## config.mk

```make
export PLATFORM = sky130hd
export DESIGN_NAME = n_queens_backtrack_solver_top
export DESIGN_NICKNAME = d
export VERILOG_FILES = /design/src/rtl/nqb_pkg.sv /design/src/rtl/n_queens_backtrack_solver_top.sv /design/src/rtl/nqb_marks.sv
export SDC_FILE = /design/constraint.sdc
export NUM_CORES = 1
export LEC_CHECK = 0
export BUFFER_PORTS_ARGS = -buffer_cell sky130_fd_sc_hd__buf_2
export CORE_UTILIZATION = 30
export DETAILED_ROUTE_END_ITERATION = 16
export PLACE_DENSITY = 0.5
export SETUP_SLACK_MARGIN = 0.3
export SLEW_MARGIN = 5
export SYNTH_ARGS = -nofsm -noshare
export SYNTH_HDL_FRONTEND = slang
export SYNTH_SLANG_ARGS = --single-unit
```

## constraint.sdc

```tcl
create_clock -name clk -period 7.5 [get_ports clk]
set_input_delay 1.5 -clock clk [delete_from_list [all_inputs] [get_ports clk]]
set_output_delay 1.5 -clock clk [all_outputs]
set_load 0.03 [all_outputs]
```

## src/rtl/nqb_pkg.sv

```systemverilog
// nqb_pkg: shared types for the N-queens backtracking solver.
// Holds the sequencer state type and the occupancy mark operation codes.
// No dependencies.
package nqb_pkg;

  typedef enum logic [2:0] {
    ST_IDLE,
    ST_SEARCH,
    ST_BACK,
    ST_EMIT_RD,
    ST_EMIT_WR,
    ST_EXH
  } state_t;

  typedef enum logic [1:0] {
    MARK_HOLD,
    MARK_SET,
    MARK_CLR,
    MARK_WIPE
  } mark_op_t;

endpackage

```

## src/rtl/n_queens_backtrack_solver_top.sv

```systemverilog
// n_queens_backtrack_solver_top: search sequencer, placement memory and
// result register of the N-queens solver. Depends on nqb_pkg, nqb_marks.
//
//  channel | signals                                   | moves
//  in      | in_valid, in_ready, restart               | request item
//  out     | out_valid, out_ready, row_number,         | one item per column,
//          |   last_of_solution, exhausted             |   or one exhausted item
//  cfg     | cfg_valid, cfg_ready, board_size          | board size write
//
// Each square trial is one use of the shared free test; a step back reads
// placement memory, then unmarks. Emitting reads each column, then loads
// the output register. Time to a solution is data dependent.
// rst is synchronous: board size 8, marks clear, no search running.
// in_ready and cfg_ready are high only while the sequencer is idle, and
// in_ready also drops while a board size write is offered; a stalled result
// is held in the output register.
module n_queens_backtrack_solver_top #(
  parameter int MAX_BOARD = 16
) (
  input  logic       clk,
  input  logic       rst,
  input  logic       in_valid,
  output logic       in_ready,
  input  logic       restart,
  output logic       out_valid,
  input  logic       out_ready,
  output logic [4:0] row_number,
  output logic       last_of_solution,
  output logic       exhausted,
  input  logic       cfg_valid,
  output logic       cfg_ready,
  input  logic [4:0] board_size
);

  localparam int CW = $clog2(MAX_BOARD + 1);
  localparam int RW = (MAX_BOARD > 1) ? $clog2(MAX_BOARD) : 1;

  nqb_pkg::state_t   state, state_next;
  nqb_pkg::mark_op_t op;

  logic [4:0]    bsize;
  logic [4:0]    bs_clamp;
  logic [CW-1:0] n_eff;
  logic [CW-1:0] n, n_next;
  logic [CW-1:0] col, col_next;
  logic [CW-1:0] row, row_next;
  logic [CW-1:0] ecol, ecol_next;
  logic [CW-1:0] mcol, mrow;
  logic          done, done_next;
  logic          free;

  logic [RW-1:0] chosen [MAX_BOARD];
  logic [RW-1:0] rdata;
  logic          rd_en, we;
  logic [RW-1:0] rd_addr, waddr, wdata;

  logic          in_fire, cfg_fire, out_free, load;
  logic [4:0]    load_row;
  logic          load_last, load_exh;
  logic          emit_last;

  assign in_ready  = (state == nqb_pkg::ST_IDLE) && !cfg_valid;
  assign cfg_ready = (state == nqb_pkg::ST_IDLE);
  assign in_fire   = in_valid && in_ready;
  assign cfg_fire  = cfg_valid && cfg_ready;
  assign out_free  = !out_valid || out_ready;
  assign emit_last = (ecol == n - CW'(1));

  always_comb begin
    bs_clamp = bsize;
    if (bsize == 5'd0) begin
      bs_clamp = 5'd1;
    end else if (bsize > 5'(MAX_BOARD)) begin
      bs_clamp = 5'(MAX_BOARD);
    end
  end
  assign n_eff = CW'(bs_clamp);

  nqb_marks #(
    .MAX_BOARD(MAX_BOARD)
  ) u_marks (
    .clk (clk),
    .rst (rst),
    .op  (op),
    .n   (n),
    .col (mcol),
    .row (mrow),
    .free(free)
  );

  always_comb begin
    state_next = state;
    op         = nqb_pkg::MARK_HOLD;
    n_next     = n;
    col_next   = col;
    row_next   = row;
    ecol_next  = ecol;
    done_next  = done;
    mcol       = col;
    mrow       = row;
    rd_en      = 1'b0;
    rd_addr    = col[RW-1:0];
    we         = 1'b0;
    waddr      = col[RW-1:0];
    wdata      = row[RW-1:0];
    load       = 1'b0;
    load_row   = 5'd0;
    load_last  = 1'b0;
    load_exh   = 1'b0;
    unique case (state)
      nqb_pkg::ST_IDLE: begin
        if (in_fire) begin
          n_next = n_eff;
          if (restart) begin
            op         = nqb_pkg::MARK_WIPE;
            col_next   = '0;
            row_next   = '0;
            done_next  = 1'b0;
            state_next = nqb_pkg::ST_SEARCH;
          end else if (done) begin
            state_next = nqb_pkg::ST_EXH;
          end else begin
            col_next   = n_eff - CW'(1);
            rd_en      = 1'b1;
            rd_addr    = RW'(n_eff - CW'(1));
            state_next = nqb_pkg::ST_BACK;
          end
        end else if (cfg_fire) begin
          op        = nqb_pkg::MARK_WIPE;
          col_next  = '0;
          done_next = 1'b1;
        end
      end
      nqb_pkg::ST_SEARCH: begin
        if (col == n) begin
          ecol_next  = '0;
          state_next = nqb_pkg::ST_EMIT_RD;
        end else if (row < n) begin
          if (free) begin
            op       = nqb_pkg::MARK_SET;
            we       = 1'b1;
            col_next = col + CW'(1);
            row_next = '0;
          end else begin
            row_next = row + CW'(1);
          end
        end else if (col == '0) begin
          op         = nqb_pkg::MARK_WIPE;
          done_next  = 1'b1;
          state_next = nqb_pkg::ST_EXH;
        end else begin
          col_next   = col - CW'(1);
          rd_en      = 1'b1;
          rd_addr    = RW'(col - CW'(1));
          state_next = nqb_pkg::ST_BACK;
        end
      end
      nqb_pkg::ST_BACK: begin
        mrow       = CW'(rdata);
        op         = nqb_pkg::MARK_CLR;
        row_next   = CW'(rdata) + CW'(1);
        state_next = nqb_pkg::ST_SEARCH;
      end
      nqb_pkg::ST_EMIT_RD: begin
        rd_en      = 1'b1;
        rd_addr    = ecol[RW-1:0];
        state_next = nqb_pkg::ST_EMIT_WR;
      end
      nqb_pkg::ST_EMIT_WR: begin
        if (out_free) begin
          load      = 1'b1;
          load_row  = 5'(rdata) + 5'd1;
          load_last = emit_last;
          if (emit_last) begin
            state_next = nqb_pkg::ST_IDLE;
          end else begin
            ecol_next  = ecol + CW'(1);
            state_next = nqb_pkg::ST_EMIT_RD;
          end
        end
      end
      nqb_pkg::ST_EXH: begin
        if (out_free) begin
          load       = 1'b1;
          load_exh   = 1'b1;
          state_next = nqb_pkg::ST_IDLE;
        end
      end
      default: begin
        state_next = nqb_pkg::ST_IDLE;
      end
    endcase
  end

  always_ff @(posedge clk) begin
    if (rst) begin
      state <= nqb_pkg::ST_IDLE;
      bsize <= 5'd8;
      n     <= CW'(1);
      col   <= '0;
      row   <= '0;
      ecol  <= '0;
      done  <= 1'b1;
    end else begin
      state <= state_next;
      if (cfg_fire) begin
        bsize <= board_size;
      end
      n    <= n_next;
      col  <= col_next;
      row  <= row_next;
      ecol <= ecol_next;
      done <= done_next;
    end
  end

  always_ff @(posedge clk) begin
    if (we) begin
      chosen[waddr] <= wdata;
    end
    if (rd_en) begin
      rdata <= chosen[rd_addr];
    end
  end

  always_ff @(posedge clk) begin
    if (rst) begin
      out_valid <= 1'b0;
    end else if (load) begin
      out_valid <= 1'b1;
    end else if (out_ready) begin
      out_valid <= 1'b0;
    end
  end

  always_ff @(posedge clk) begin
    if (load) begin
      row_number       <= load_row;
      last_of_solution <= load_last;
      exhausted        <= load_exh;
    end
  end

  a_cont_done_exh: assert property (@(posedge clk) disable iff (rst)
    (in_fire && !restart && done) |=> (state == nqb_pkg::ST_EXH))
    else $error("continue without a running search did not flag exhaustion");

  a_col_bound: assert property (@(posedge clk) disable iff (rst)
    (state == nqb_pkg::ST_SEARCH) |-> (col <= n))
    else $error("search column beyond board size");

  a_last_to_idle: assert property (@(posedge clk) disable iff (rst)
    (load && load_last) |=> (state == nqb_pkg::ST_IDLE) && out_valid && last_of_solution)
    else $error("final column item did not end the solution");

  a_exh_stops: assert property (@(posedge clk) disable iff (rst)
    (load && load_exh) |=> done && (row_number == 5'd0))
    else $error("exhausted item left the search running");

endmodule

```

## src/rtl/nqb_marks.sv

```systemverilog
// nqb_marks: row, up-diagonal and down-diagonal occupancy marks with the
// shared free test for one (column, row) square. Depends on nqb_pkg.
module nqb_marks #(
  parameter int MAX_BOARD = 16
) (
  input  logic                              clk,
  input  logic                              rst,
  input  nqb_pkg::mark_op_t                 op,
  input  logic [$clog2(MAX_BOARD + 1)-1:0]  n,
  input  logic [$clog2(MAX_BOARD + 1)-1:0]  col,
  input  logic [$clog2(MAX_BOARD + 1)-1:0]  row,
  output logic                              free
);

  localparam int RW   = (MAX_BOARD > 1) ? $clog2(MAX_BOARD) : 1;
  localparam int DIAG = 2 * MAX_BOARD - 1;
  localparam int DW   = (DIAG > 1) ? $clog2(DIAG) : 1;

  logic [MAX_BOARD-1:0] row_taken;
  logic [DIAG-1:0]      up_taken;
  logic [DIAG-1:0]      down_taken;
  logic [RW-1:0]        ridx;
  logic [DW-1:0]        uidx;
  logic [DW-1:0]        didx;

  assign ridx = row[RW-1:0];
  assign uidx = DW'(col) + DW'(row);
  assign didx = DW'(n) - DW'(1) + DW'(col) - DW'(row);
  assign free = !row_taken[ridx] && !up_taken[uidx] && !down_taken[didx];

  always_ff @(posedge clk) begin
    if (rst) begin
      row_taken  <= '0;
      up_taken   <= '0;
      down_taken <= '0;
    end else begin
      case (op)
        nqb_pkg::MARK_SET: begin
          row_taken[ridx]  <= 1'b1;
          up_taken[uidx]   <= 1'b1;
          down_taken[didx] <= 1'b1;
        end
        nqb_pkg::MARK_CLR: begin
          row_taken[ridx]  <= 1'b0;
          up_taken[uidx]   <= 1'b0;
          down_taken[didx] <= 1'b0;
        end
        nqb_pkg::MARK_WIPE: begin
          row_taken  <= '0;
          up_taken   <= '0;
          down_taken <= '0;
        end
        default: begin
        end
      endcase
    end
  end

endmodule

```

==> results.toml <==
[outcome]
status = "finished, final reports clean"

[sta]
max-slew-margin-rel = 0.210
worst_clock_skew_ns = 0.00824
whs_ns = 0.463
fin_setup_tns_ns = 0
worstMarginPinSlew_ns = 1.18
period_share = 0.853
setup_viol = 0
rsz0062_at_grt = "no"
timing_hold_violations_final = 0
min_period_ns = 6.39
maxSlewViolCount = 0
max_clock_freq_mhz = 156
worst_slack_ns = 1.11

[die]
start_util = 0.307
die_w_um = 185
dieHeight_um = 185
boundaryPins = 21
rows = 66
dieArea_um2 = 34300
coreArea_um2 = 32800

[global_routing]
use_met2 = 0.261
grt_pass1_wl_um = 43900
grt.overflow.total = 0
antenna_found_initial = 1
grt_busiest_layer = "met2"
first_global_vias = 7643
grtUsageMet1 = 0.234
grt_util_met3 = 0.0305
grtUsageTotal = 0.167
grt_max_degree = 68

[synthesis]
synth_ff_type = "dfxtp_1"
async_reset_ff_frac = 0
synth_top_area_share = 0.224
synth_cells = 1019
synth_edf_count = 75
syn_area_um2 = 10100
synth_area_leaders = "edfxtp_1 (22%), dfxtp_1 (21%), mux2i_1 (7.0%)"
synth.yosys.seq_area_share = 0.439
ys_warn_count = 0
synth_nets = 1058
synth.avg_cell_area_um2 = 9.87
ys_ff_latch = 183
yosysTopAreaCell = "edfxtp_1"
synthDistinctLibCells = 74

[finish]
final_cell_mix = "dfxtp_1 (108), nand2_1 (85), nor2_1 (77)"
nets = 1051
layout_commonest_cell = "dfxtp_1"
layout-drive-gt1-share = 0.102
area_delta_synth_final_pct = 10.8

[worst_setup_path]
critical_path_arrival_ns = 6.75
critPathKind = "flop to flop"
required_ns = 7.86
worst_setup_path_start_kind = "flop"
r2r_slack_ns = 1.11
crit_fanout = 20
end_kind = "flop"
timing.rr.start = "state[1]"
timing.rr.end = "u_marks.up_taken[14]"
reg2regPathDepth = 14

[pwr]
p_seq_frac = 0.260
switching_power_mw = 2.19
powerDensity_nw_per_um2 = 418
max-vdd-ir-drop_mv = 0.235
p_comb_frac = 0.558
internal-power_mw = 2.47
p_leak_nw = 3.95
switching_share = 0.470
clock_power_share = 0.182

[placement]
gp_congestion = 0.841
pre_cts_ws_ns = 1.18
hpwl_um = 18800
port_buffers = 20

[run]
maxCapViolations = 0

[routing]
dr.pass1.iters = 7
post_drt_wl_per_cell_um = 18.6
drt_first_iter_violations = 750
dr_total_vias = 7842
wirelength_um = 27400
antenna_left = 0
vias_per_cell = 5.34
route.detailed.drc = 0

[clocking]
clk_latency_ns = 0.44
htree_levels = 4
cts_buffers = 17
cts_root_buf = "clkbuf_16"
clockBufferDepth = 2
path_clk_slew_ns = 0.07
cts_tree = "built"
post_cts_buffers = 0
cts_resized = 0
clock_sinks = 183
ctsHoldBuffers = 0

[min_path]
whs_endpoint = "u_marks.up_taken[5]"
hold_depth = 2
worstHoldPathType = "flop to flop"
hp-start = "u_marks.up_taken[5]"
[worst max-delay path: stages, from the launching register on]
cell and delay [ns]:
dfxtp_1 0.69, nor3b_2 0.84, mux2_1 0.56, fa_1 0.57, inv_1 0.07, fa_1 0.49
xor2_1 0.17, buf_4 0.20, mux4_2 0.32, mux4_2 0.49, mux2i_1 0.22, and4_1 0.56
and2_1 0.50, nand2_1 0.36, o22ai_1 0.26
[stage by stage]
step	total power, mW	utilization	std cells	instance area, um^2
global placement	3.84	0.324	1435	10600
finish	4.66	0.340	1468	11100
global route	5.00	0.340	1467	11100
CTS	4.68	0.340	1467	11100
detailed placement	3.82	0.324	1435	10600
floorplan	3.12	-	1019	10100
[state kept, by name, summed over array words and instances (netlist names)]
name and cells:
last_of_solution 1, u_marks.row_taken 16, done 1, row 5, out_valid 1, ecol 5, state 3, row_number 5
chosen 64, u_marks.up_taken 31, exhausted 1, n 5, u_marks.down_taken 31, bsize 5, col 5, rdata 4
[synth_stat cells (9+ instances only)]
cell type,count
nand2b_1,17
clkbuf_1,50
o21ai_1,66
and2_1,9
mux2_2,13
mux4_2,11
nor2_1,78
ha_1,23
buf_2,12
a32o_1,10
o211ai_1,46
edfxtp_1,75
o2bb2ai_1,17
a21oi_1,58
and4_1,15
nor3_1,20
nand2_1,85
inv_1,28
o21ai_0,23
mux2i_1,70
nand3_1,22
nor2b_1,12
and3_1,9
xor2_1,14
xnor2_1,13
dfxtp_1,108
[power by group through the flow]
stage                     combinational [mW]  sequential (mW)  clock, mW
final                                   2.60             1.21      0.847
after global routing                    2.87             1.22      0.902
after CTS                               2.60             1.21      0.866
after detailed placement                2.59             1.23          0
after global placement                  2.61             1.24          0
after floorplan                         1.90             1.23          0
[how the worst max path moves through the flow]
stage	slack, ns	start	endpoint	cells past startpoint
4_1_cts	1.15	state[1]	u_marks.up_taken[14]	14
3_3_place_gp	1.32	state[1]	chosen[12][2]	13
3_5_place_dp	1.18	state[1]	chosen[13][2]	13
6_report	1.11	state[1]	u_marks.up_taken[14]	14
5_1_grt	0.71	state[1]	u_marks.up_taken[16]	16
2_1_floorplan	2.41	state[1]	chosen[4][0]	17
[logic make-up after synthesis]
| kind of cell | after synthesis | synth area share |
|---|---|---|
| adders and majority gates | 28 | 0.0385 |
| muxes | 101 | 0.124 |
| DFF | 183 | 0.439 |
| buffers and inverters | 94 | 0.0374 |
| AOI/OAI and AO/OA | 288 | 0.187 |
| xor gates and xnor gates | 30 | 0.0295 |
| and+or+nand+nor | 295 | 0.145 |
[layout make-up]
type | instances | area, um^2
Clock inverter | 12 | 104
Fill cell | 3380 | 21600
Multi-Input combinational cell | 742 | 5290
Inverter | 29 | 109
Tap cell | 442 | 553
Timing Repair Buffer | 39 | 243
Sequential cell | 183 | 4410
Antenna cell | 1 | 2.50
Clock buffer | 20 | 437
[layer usage]
layer  up-vias  part of all wire
li1       3807                 -
met1      3799              0.47
met2       211              0.46
met3        25             0.054
met4         0             0.014
met5         -                 0
(Power assumes the default switching activity.)
